--- src/hw/rtl/sap_pkg.sv ---
package sap_pkg;

  typedef enum logic [1:0] {
    PH_SIG  = 2'd0,
    PH_HDR  = 2'd1,
    PH_BIN  = 2'd2,
    PH_STOP = 2'd3
  } phase_t;

  typedef enum logic [2:0] {
    NP_LEAD   = 3'd0,
    NP_SIGN   = 3'd1,
    NP_ZERO   = 3'd2,
    NP_PREFIX = 3'd3,
    NP_DIGITS = 3'd4,
    NP_DONE   = 3'd5
  } nphase_t;

  localparam logic [1:0] KIND_WRITE   = 2'd0;
  localparam logic [1:0] KIND_SETTING = 2'd1;
  localparam logic [1:0] KIND_FINISH  = 2'd2;

  localparam logic [2:0] ERR_NONE     = 3'd0;
  localparam logic [2:0] ERR_SIG      = 3'd1;
  localparam logic [2:0] ERR_HDR_END  = 3'd2;
  localparam logic [2:0] ERR_FF_LINE  = 3'd3;
  localparam logic [2:0] ERR_SEG_END  = 3'd4;

  localparam logic [3:0] KW_TYPE   = 4'd3;
  localparam logic [3:0] KW_STEREO = 4'd7;
  localparam logic [3:0] KW_NONE   = 4'd15;
  localparam logic [2:0] TYPE_NONE = 3'd7;

  localparam logic [7:0] CH_LF = 8'h0A;
  localparam logic [7:0] CH_CR = 8'h0D;

  typedef struct packed {
    logic        valid;
    logic [1:0]  kind;
    logic [15:0] address;
    logic [7:0]  data;
    logic [2:0]  setting;
    logic [15:0] value;
    logic        loaded;
    logic        stereo;
    logic [2:0]  error_code;
  } result_t;

  function automatic logic [3:0] kw_len(input logic [3:0] j);
    case (j)
      4'd0: kw_len = 4'd6;
      4'd1: kw_len = 4'd5;
      4'd2: kw_len = 4'd4;
      4'd3: kw_len = 4'd4;
      4'd4: kw_len = 4'd5;
      4'd5: kw_len = 4'd7;
      4'd6: kw_len = 4'd8;
      4'd7: kw_len = 4'd6;
      4'd8: kw_len = 4'd4;
      default: kw_len = 4'd0;
    endcase
  endfunction

  function automatic logic [7:0] kw_char(input logic [3:0] j, input logic [3:0] p);
    logic [63:0] s;
    s = 64'h0;
    case (j)
      4'd0: s = "PLAYER";
      4'd1: s = "MUSIC";
      4'd2: s = "INIT";
      4'd3: s = "TYPE";
      4'd4: s = "SONGS";
      4'd5: s = "DEFSONG";
      4'd6: s = "FASTPLAY";
      4'd7: s = "STEREO";
      4'd8: s = "TIME";
      default: s = 64'h0;
    endcase
    kw_char = 8'h00;
    if (p < kw_len(j)) begin
      kw_char = s[8*(kw_len(j) - 4'd1 - p) +: 8];
    end
  endfunction

  function automatic logic is_blank(input logic [7:0] b);
    is_blank = (b == 8'h20) || (b >= 8'h09 && b <= 8'h0D);
  endfunction

endpackage

--- src/hw/rtl/sap_outreg.sv ---
module sap_outreg (
  input  logic             clk,
  input  logic             rst_n,
  input  logic             in_valid,
  output logic             in_stall,
  input  sap_pkg::result_t res,
  output logic             take,
  output logic             out_valid,
  input  logic             out_stall,
  output sap_pkg::result_t out_r
);
  import sap_pkg::*;

  logic    full_r;
  logic    skid_full_r;
  result_t q_r, skid_r;

  // Main register plus skid stage so the upstream stall output (in_stall) is registered.
  assign in_stall = skid_full_r;
  assign take = in_valid && !skid_full_r;
  assign out_valid = full_r;
  assign out_r = q_r;

  always_ff @(posedge clk) begin
    if (!rst_n) begin
      full_r <= 1'b0;
      skid_full_r <= 1'b0;
    end else begin
      if (!full_r || !out_stall) begin
        if (skid_full_r) begin
          full_r <= 1'b1;
          skid_full_r <= 1'b0;
        end else begin
          full_r <= take && res.valid;
        end
      end else if (take && res.valid) begin
        skid_full_r <= 1'b1;
      end
    end
  end

  always_ff @(posedge clk) begin
    if (!full_r || !out_stall) begin
      q_r <= skid_full_r ? skid_r : res;
    end
    if (take && res.valid && full_r && out_stall) begin
      skid_r <= res;
    end
  end

  assert property (@(posedge clk) disable iff (!rst_n)
    skid_full_r |-> full_r)
    else $error("skid holds a transaction while output is empty");
endmodule
--- config.mk ---
export PLATFORM = sky130hd
export DESIGN_NAME = sap_outreg
export DESIGN_NICKNAME = d
export VERILOG_FILES = /design/src/hw/rtl/sap_pkg.sv /design/src/hw/rtl/sap_outreg.sv
export SDC_FILE = /design/constraint.sdc
export NUM_CORES = 1
export LEC_CHECK = 0
export BUFFER_PORTS_ARGS = -buffer_cell sky130_fd_sc_hd__buf_4
export CELL_PAD_IN_SITES_DETAIL_PLACEMENT = 0
export CELL_PAD_IN_SITES_GLOBAL_PLACEMENT = 1
export CORE_MARGIN = 3
export CORE_UTILIZATION = 40
export CTS_CLUSTER_DIAMETER = 30
export CTS_CLUSTER_SIZE = 12
export DETAILED_ROUTE_END_ITERATION = 8
export PLACE_DENSITY_LB_ADDON = 0.05
export SLEW_MARGIN = 20
export SYNTH_ARGS = -nofsm -noshare
export SYNTH_HDL_FRONTEND = slang
export SYNTH_SLANG_ARGS = --single-unit
--- constraint.sdc ---
create_clock -name clk -period 3.4 [get_ports clk]
set_clock_uncertainty 0.1 [all_clocks]
set_input_delay 0 -clock clk [delete_from_list [all_inputs] [get_ports clk]]
set_output_delay 0 -clock clk [all_outputs]
set_load 0.02 [all_outputs]
==> results of run 1 <==
-- tightest hold or removal path: stages --
cell,delay (ns)
buf_4,0.12
nand2_2,0.47
nor3b_2,0.09
-- final cells by class --
type                    instances  share of cell area
flip-flops and latches        104               0.551
repair buffers                166               0.245
multi-input cells              57               0.143
well taps                     129              0.0286
clock buffers                  10              0.0226
clock inverters                 5             0.00998
-- power breakdown --
| group | internal [mW] | leakage [nW] | switching, mW |
|---|---|---|---|
| Sequential | 1.46 | 1.01 | 0.0141 |
| Combinational | 0.176 | 1.12 | 0.123 |
| Clock | 0.337 | 0.0925 | 0.392 |
-- registers in the layout (all words and copies together) (netlist names) --
name / count
in_stall: 1
out_r: 51
out_valid: 1
skid_r: 51
-- path summary, 6_finish.rpt --
kind | from | to | depth (start not counted)
worst max register to register | in_stall | out_valid | 4
worst max-delay path | in_stall | out_valid | 4
worst min register to register | skid_r[48] | out_r[48] | 1
worst min-delay path | out_stall | in_stall | 3
-- cells by family (layout without fill, tap and decap cells) --
group                  count (synthesis)  in the layout  synth area share
and+or+nand+nor                        4              4           0.00787
DFF                                  104            104             0.780
buffers and inverters                  6            181            0.0170
muxes                                 51             51             0.191
AOI/OAI and AO/OA                      2              2           0.00409
-- cell usage after synthesis --
master    number  area [um^2]
a21boi_1       1         7.51
a21oi_2        1         8.76
and4_1         1         8.76
buf_6          6         67.6
dfxtp_1        2         40.0
edfxtp_1     102         3060
mux2_2         2         22.5
mux2_4        49          736
nand2_1        1         3.75
nor2b_1        1         6.26
nor3b_2        1         12.5
-- layer usage --
metal,GRT usage,vias up,wire length (um)
met5,0,-,0
met4,0.0472,0,81
met3,0.0331,9,437
met2,0.237,63,3660
met1,0.143,1017,2810
li1,-,1001,-
-- what timing repair did --
item,CTS,global route
hold endpoints to repair,104,0
resized for setup,0,0
hold buffers,54,0
endpoints found under the setup margin,0,0
==> results.tsv, run 1 <==
stage	metric	value	unit
clock_tree	Clock transition at path regs	0.09	ns
clock_tree	# H-tree levels	3	
final_layout	share of cells above drive strength 1	0.532	
yosys	Seq/Total Area, Yosys	0.780	
yosys	Netlist cell types	11	
clock_tree	clk_lat worst skew	0.34	ns
final_layout	multi-input logic area	810	um^2
sta	RSZ-0062 raised after global routing	false	
clock_tree	CTS Root Buffer Type	clkbuf_8	
yosys	Syn Inst Count	167	
place	dpl cells	402	
final_layout	fin area	0.00564	mm^2
routing	Detailed Route WL	6.99	mm
sta	final hold viol count	0	
die	Starting Density	0.420	
clock_tree	cts bufs inserted	9	
power	peak supply drop	226	uV
final_layout	register area	0.00311	mm^2
place	dpl cell area	0.00492	mm^2
yosys	Mapped Nets	222	
hold_path	class of the worst hold path	in2reg	
sta	Slew HR	0.366	
setup_path	family with the most delay on the worst path	buffers and inverters	
yosys	Synth warnings	0	
final_layout	commonest non-fill, non-tap cell in the layout	buf_4	
routing	Via density	4.44	
sta	Slew @ Worst Pin	0.951	ns
final_layout	filler-free cell count of the finished design	471	
sta	Final Slew Violations	0	
die	I/O pins	109	
final_layout	fillers	741	
final_layout	Area Growth Syn to Fin	41.9	%
die	die footprint	0.0112	mm^2
routing	initial drt markers	72	
setup_path	critical path launch point type	register	
global_routing	GR Overflow Total	0	
power	Leak	2.23	nW
setup_path	critical path endpoint category	register	
setup_path	Worst Path Buf+Inv	2	
sta	hold_ws	0.269	ns
clock_tree	Longest Clk Path Bufs	2	
global_routing	vias in the first global route	2289	
setup_path	reg2reg setup slack	1.36	ns
clock_tree	CTS tree	yes	
place	Port Buf Inserts	108	
place	placer's final routability congestion estimate	0.699	
routing	via count	2090	
setup_path	Required @ worst endpoint	3.59	ns
sta	setup violators final	0	
die	Core ar.	0.00946	mm^2
yosys	Syn Area/Cell	23.8	um^2
clock_tree	CTS sink count	104	
place	HPWL after DPL	4.34	mm
sta	crit path time final	2.04	ns
sta	fin worst setup slack	1.36	ns
setup_path	slowest stage delay, CP	0.73	ns
global_routing	first-pass GRT wire length	11.2	mm
final_layout	most frequent cells in the layout	buf_4 (112), edfxtp_1 (102), dlygate4sd3_1 (54), mux2_4 (49), clkbuf_8 (9)	
final_layout	fin util	0.597	
setup_path	CP Cell Sequence	buf_4 -> a21oi_2 -> a21boi_1 -> dlygate4sd3_1	
outcome	status	finished, final reports clean	
die	die height	106	um
setup_path	worst-path fanout max	53	
run	max-cap viol count	0	
routing	antenna viol nets, final	0	
sta	Final period util	0.599	
power	power per cell area	443	mW/mm^2
power	total power	2.50	mW
setup_path	Crit path arrival time	2.23	ns
routing	DRT Pass-1 Iters	4	
final_layout	Final Net Count	393	
setup_path	CP max-delay cell	buf_4	
routing	drt wl/cell	14.8	um
die	FP Rows	35	
setup_path	kind of critical path	reg2reg	
die	die extent in x	106	um
global_routing	Total GRT Usage	0.129	
sta	Max Freq	491	MHz
routing	drc violations	0	
place	Post-Place Worst Slack	1.36	ns
final_layout	ant diodes	0	
clock_tree	post-CTS setup buffer count	0	
yosys	Post-Synthesis Cell Area	0.00398	mm^2
global_routing	antenna violations before repair	0	
global_routing	largest net degree at the start of global routing	54	
yosys	post-synthesis register bit count	104	
sta	Total Neg Setup Slack	0	ns
(Power assumes the default switching activity.)
==> run 2: changes to the inputs <==
==> constraint.sdc (replaced) <==
create_clock -name clk -period 2.05 [get_ports clk]
set_clock_uncertainty 0.1 [all_clocks]
set_input_delay 0 -clock clk [delete_from_list [all_inputs] [get_ports clk]]
set_output_delay 0 -clock clk [all_outputs]
set_load 0.02 [all_outputs]
==> run 2 against run 1 <==
Compared with the run above:
- register-to-register slack lost 0.98 ns
- combinational power grew 66%
- count of clock-buffer cells in the layout is the same
- power grew 71%
- core utilization grew 0.63 points
==> results.tsv, run 2 (synthesized netlist as in run 1, its figures left out) <==
stage	metric	value	unit
sta	final hold viol count	0	
routing	via count	2097	
setup_path	critical path endpoint category	register	
final_layout	Area Growth Syn to Fin	43.4	%
final_layout	commonest non-fill, non-tap cell in the layout	buf_4	
die	die footprint	0.0112	mm^2
global_routing	antenna violations before repair	0	
clock_tree	CTS tree	yes	
clock_tree	Longest Clk Path Bufs	2	
sta	setup violators final	0	
sta	Total Neg Setup Slack	0	ns
place	Post-Place Worst Slack	0.497	ns
power	peak supply drop	419	uV
sta	Max Freq	599	MHz
global_routing	largest net degree at the start of global routing	54	
global_routing	vias in the first global route	2251	
setup_path	Crit path arrival time	1.86	ns
sta	Slew @ Worst Pin	0.471	ns
setup_path	kind of critical path	reg2reg	
sta	crit path time final	1.67	ns
run	max-cap viol count	0	
clock_tree	clk_lat worst skew	0.35	ns
die	FP Rows	35	
die	I/O pins	109	
die	die extent in x	106	um
setup_path	worst-path fanout max	53	
global_routing	first-pass GRT wire length	11.5	mm
final_layout	ant diodes	0	
power	power per cell area	752	mW/mm^2
global_routing	Total GRT Usage	0.133	
hold_path	class of the worst hold path	in2reg	
routing	initial drt markers	56	
routing	antenna viol nets, final	0	
global_routing	GR Overflow Total	0	
power	Leak	2.24	nW
routing	DRT Pass-1 Iters	4	
die	Core ar.	0.00946	mm^2
final_layout	filler-free cell count of the finished design	472	
clock_tree	post-cts resize count	0	
place	dpl cells	403	
final_layout	Final Net Count	394	
routing	drt wl/cell	15.1	um
sta	Final Slew Violations	0	
sta	fin worst setup slack	0.382	ns
routing	drc violations	0	
final_layout	fin util	0.603	
routing	Via density	4.44	
final_layout	most frequent cells in the layout	buf_4 (111), edfxtp_1 (102), dlygate4sd3_1 (54), mux2_4 (49), clkbuf_8 (9)	
setup_path	critical path launch point type	register	
sta	Slew HR	0.686	
clock_tree	CTS sink count	104	
clock_tree	# H-tree levels	3	
place	placer's final routability congestion estimate	0.631	
clock_tree	CTS Root Buffer Type	clkbuf_8	
place	Port Buf Inserts	108	
clock_tree	post-CTS setup buffer count	0	
clock_tree	cts bufs inserted	9	
die	Starting Density	0.420	
outcome	status	finished, final reports clean	
sta	Final period util	0.814	
final_layout	share of cells above drive strength 1	0.534	
setup_path	Required @ worst endpoint	2.24	ns
die	die height	106	um
sta	RSZ-0062 raised after global routing	false	
routing	Detailed Route WL	7.15	mm
clock_tree	Clock transition at path regs	0.09	ns
place	HPWL after DPL	4.48	mm
run 2: area by class of cell:
type / instances / area (um^2)
multi-input cells: 57 / 811
well taps: 129 / 161
repair buffers: 167 / 1410
clock inverters: 5 / 82.6
clock buffers: 10 / 128
fillers: 745 / 3760
flip-flops and latches: 104 / 3110
run 2: final timing paths:
kind	from	cells past startpoint	to	slack [ns]
setup / recovery	in_stall	4	in_stall	0.38
hold / removal	out_stall	4	out_valid	0.09
setup reg to reg	in_stall	4	in_stall	0.38
hold reg to reg	skid_r[3]	1	out_r[3]	0.45
run 2: per-stage QoR:
stage | cell area (um^2) | hold slack, ns | power [mW]
after floorplan | 3980 | -0.00113 | 2.69
after detailed placement | 4950 | 0.0894 | 2.92
after global routing | 5700 | 0.0721 | 4.46
final | 5700 | 0.0906 | 4.29
after global placement | 4950 | 0.0879 | 2.91
after CTS | 5700 | 0.0687 | 4.35
run 2: critical path, cell delays in order, from the launching register on:
cell and delay (ns):
dfxtp_4 0.37, buf_12 0.31, a21oi_2 0.08, nor3b_2 0.18
dlygate4sd3_1 0.56
run 2: metal layers:
layer	GRT usage	up-vias	wire length, um
li1	-	1001	-
met1	0.160	1019	2960
met2	0.225	70	3630
met3	0.0551	7	500
met4	0.0305	0	62
met5	0	-	0
run 2: where the power goes:
group	internal, mW	switching [mW]	total, mW	leakage, nW
logic	0.293	0.206	0.499	1.13
clock network	0.682	0.664	1.35	0.0946
registers	2.42	0.0244	2.44	1.01
total	3.39	0.895	4.29	2.24
run 2: timing repair:
action                     in CTS  in global routing
hold buffers                   54                  0
setup endpoints to repair       0                  0
hold endpoints to repair      104                  0
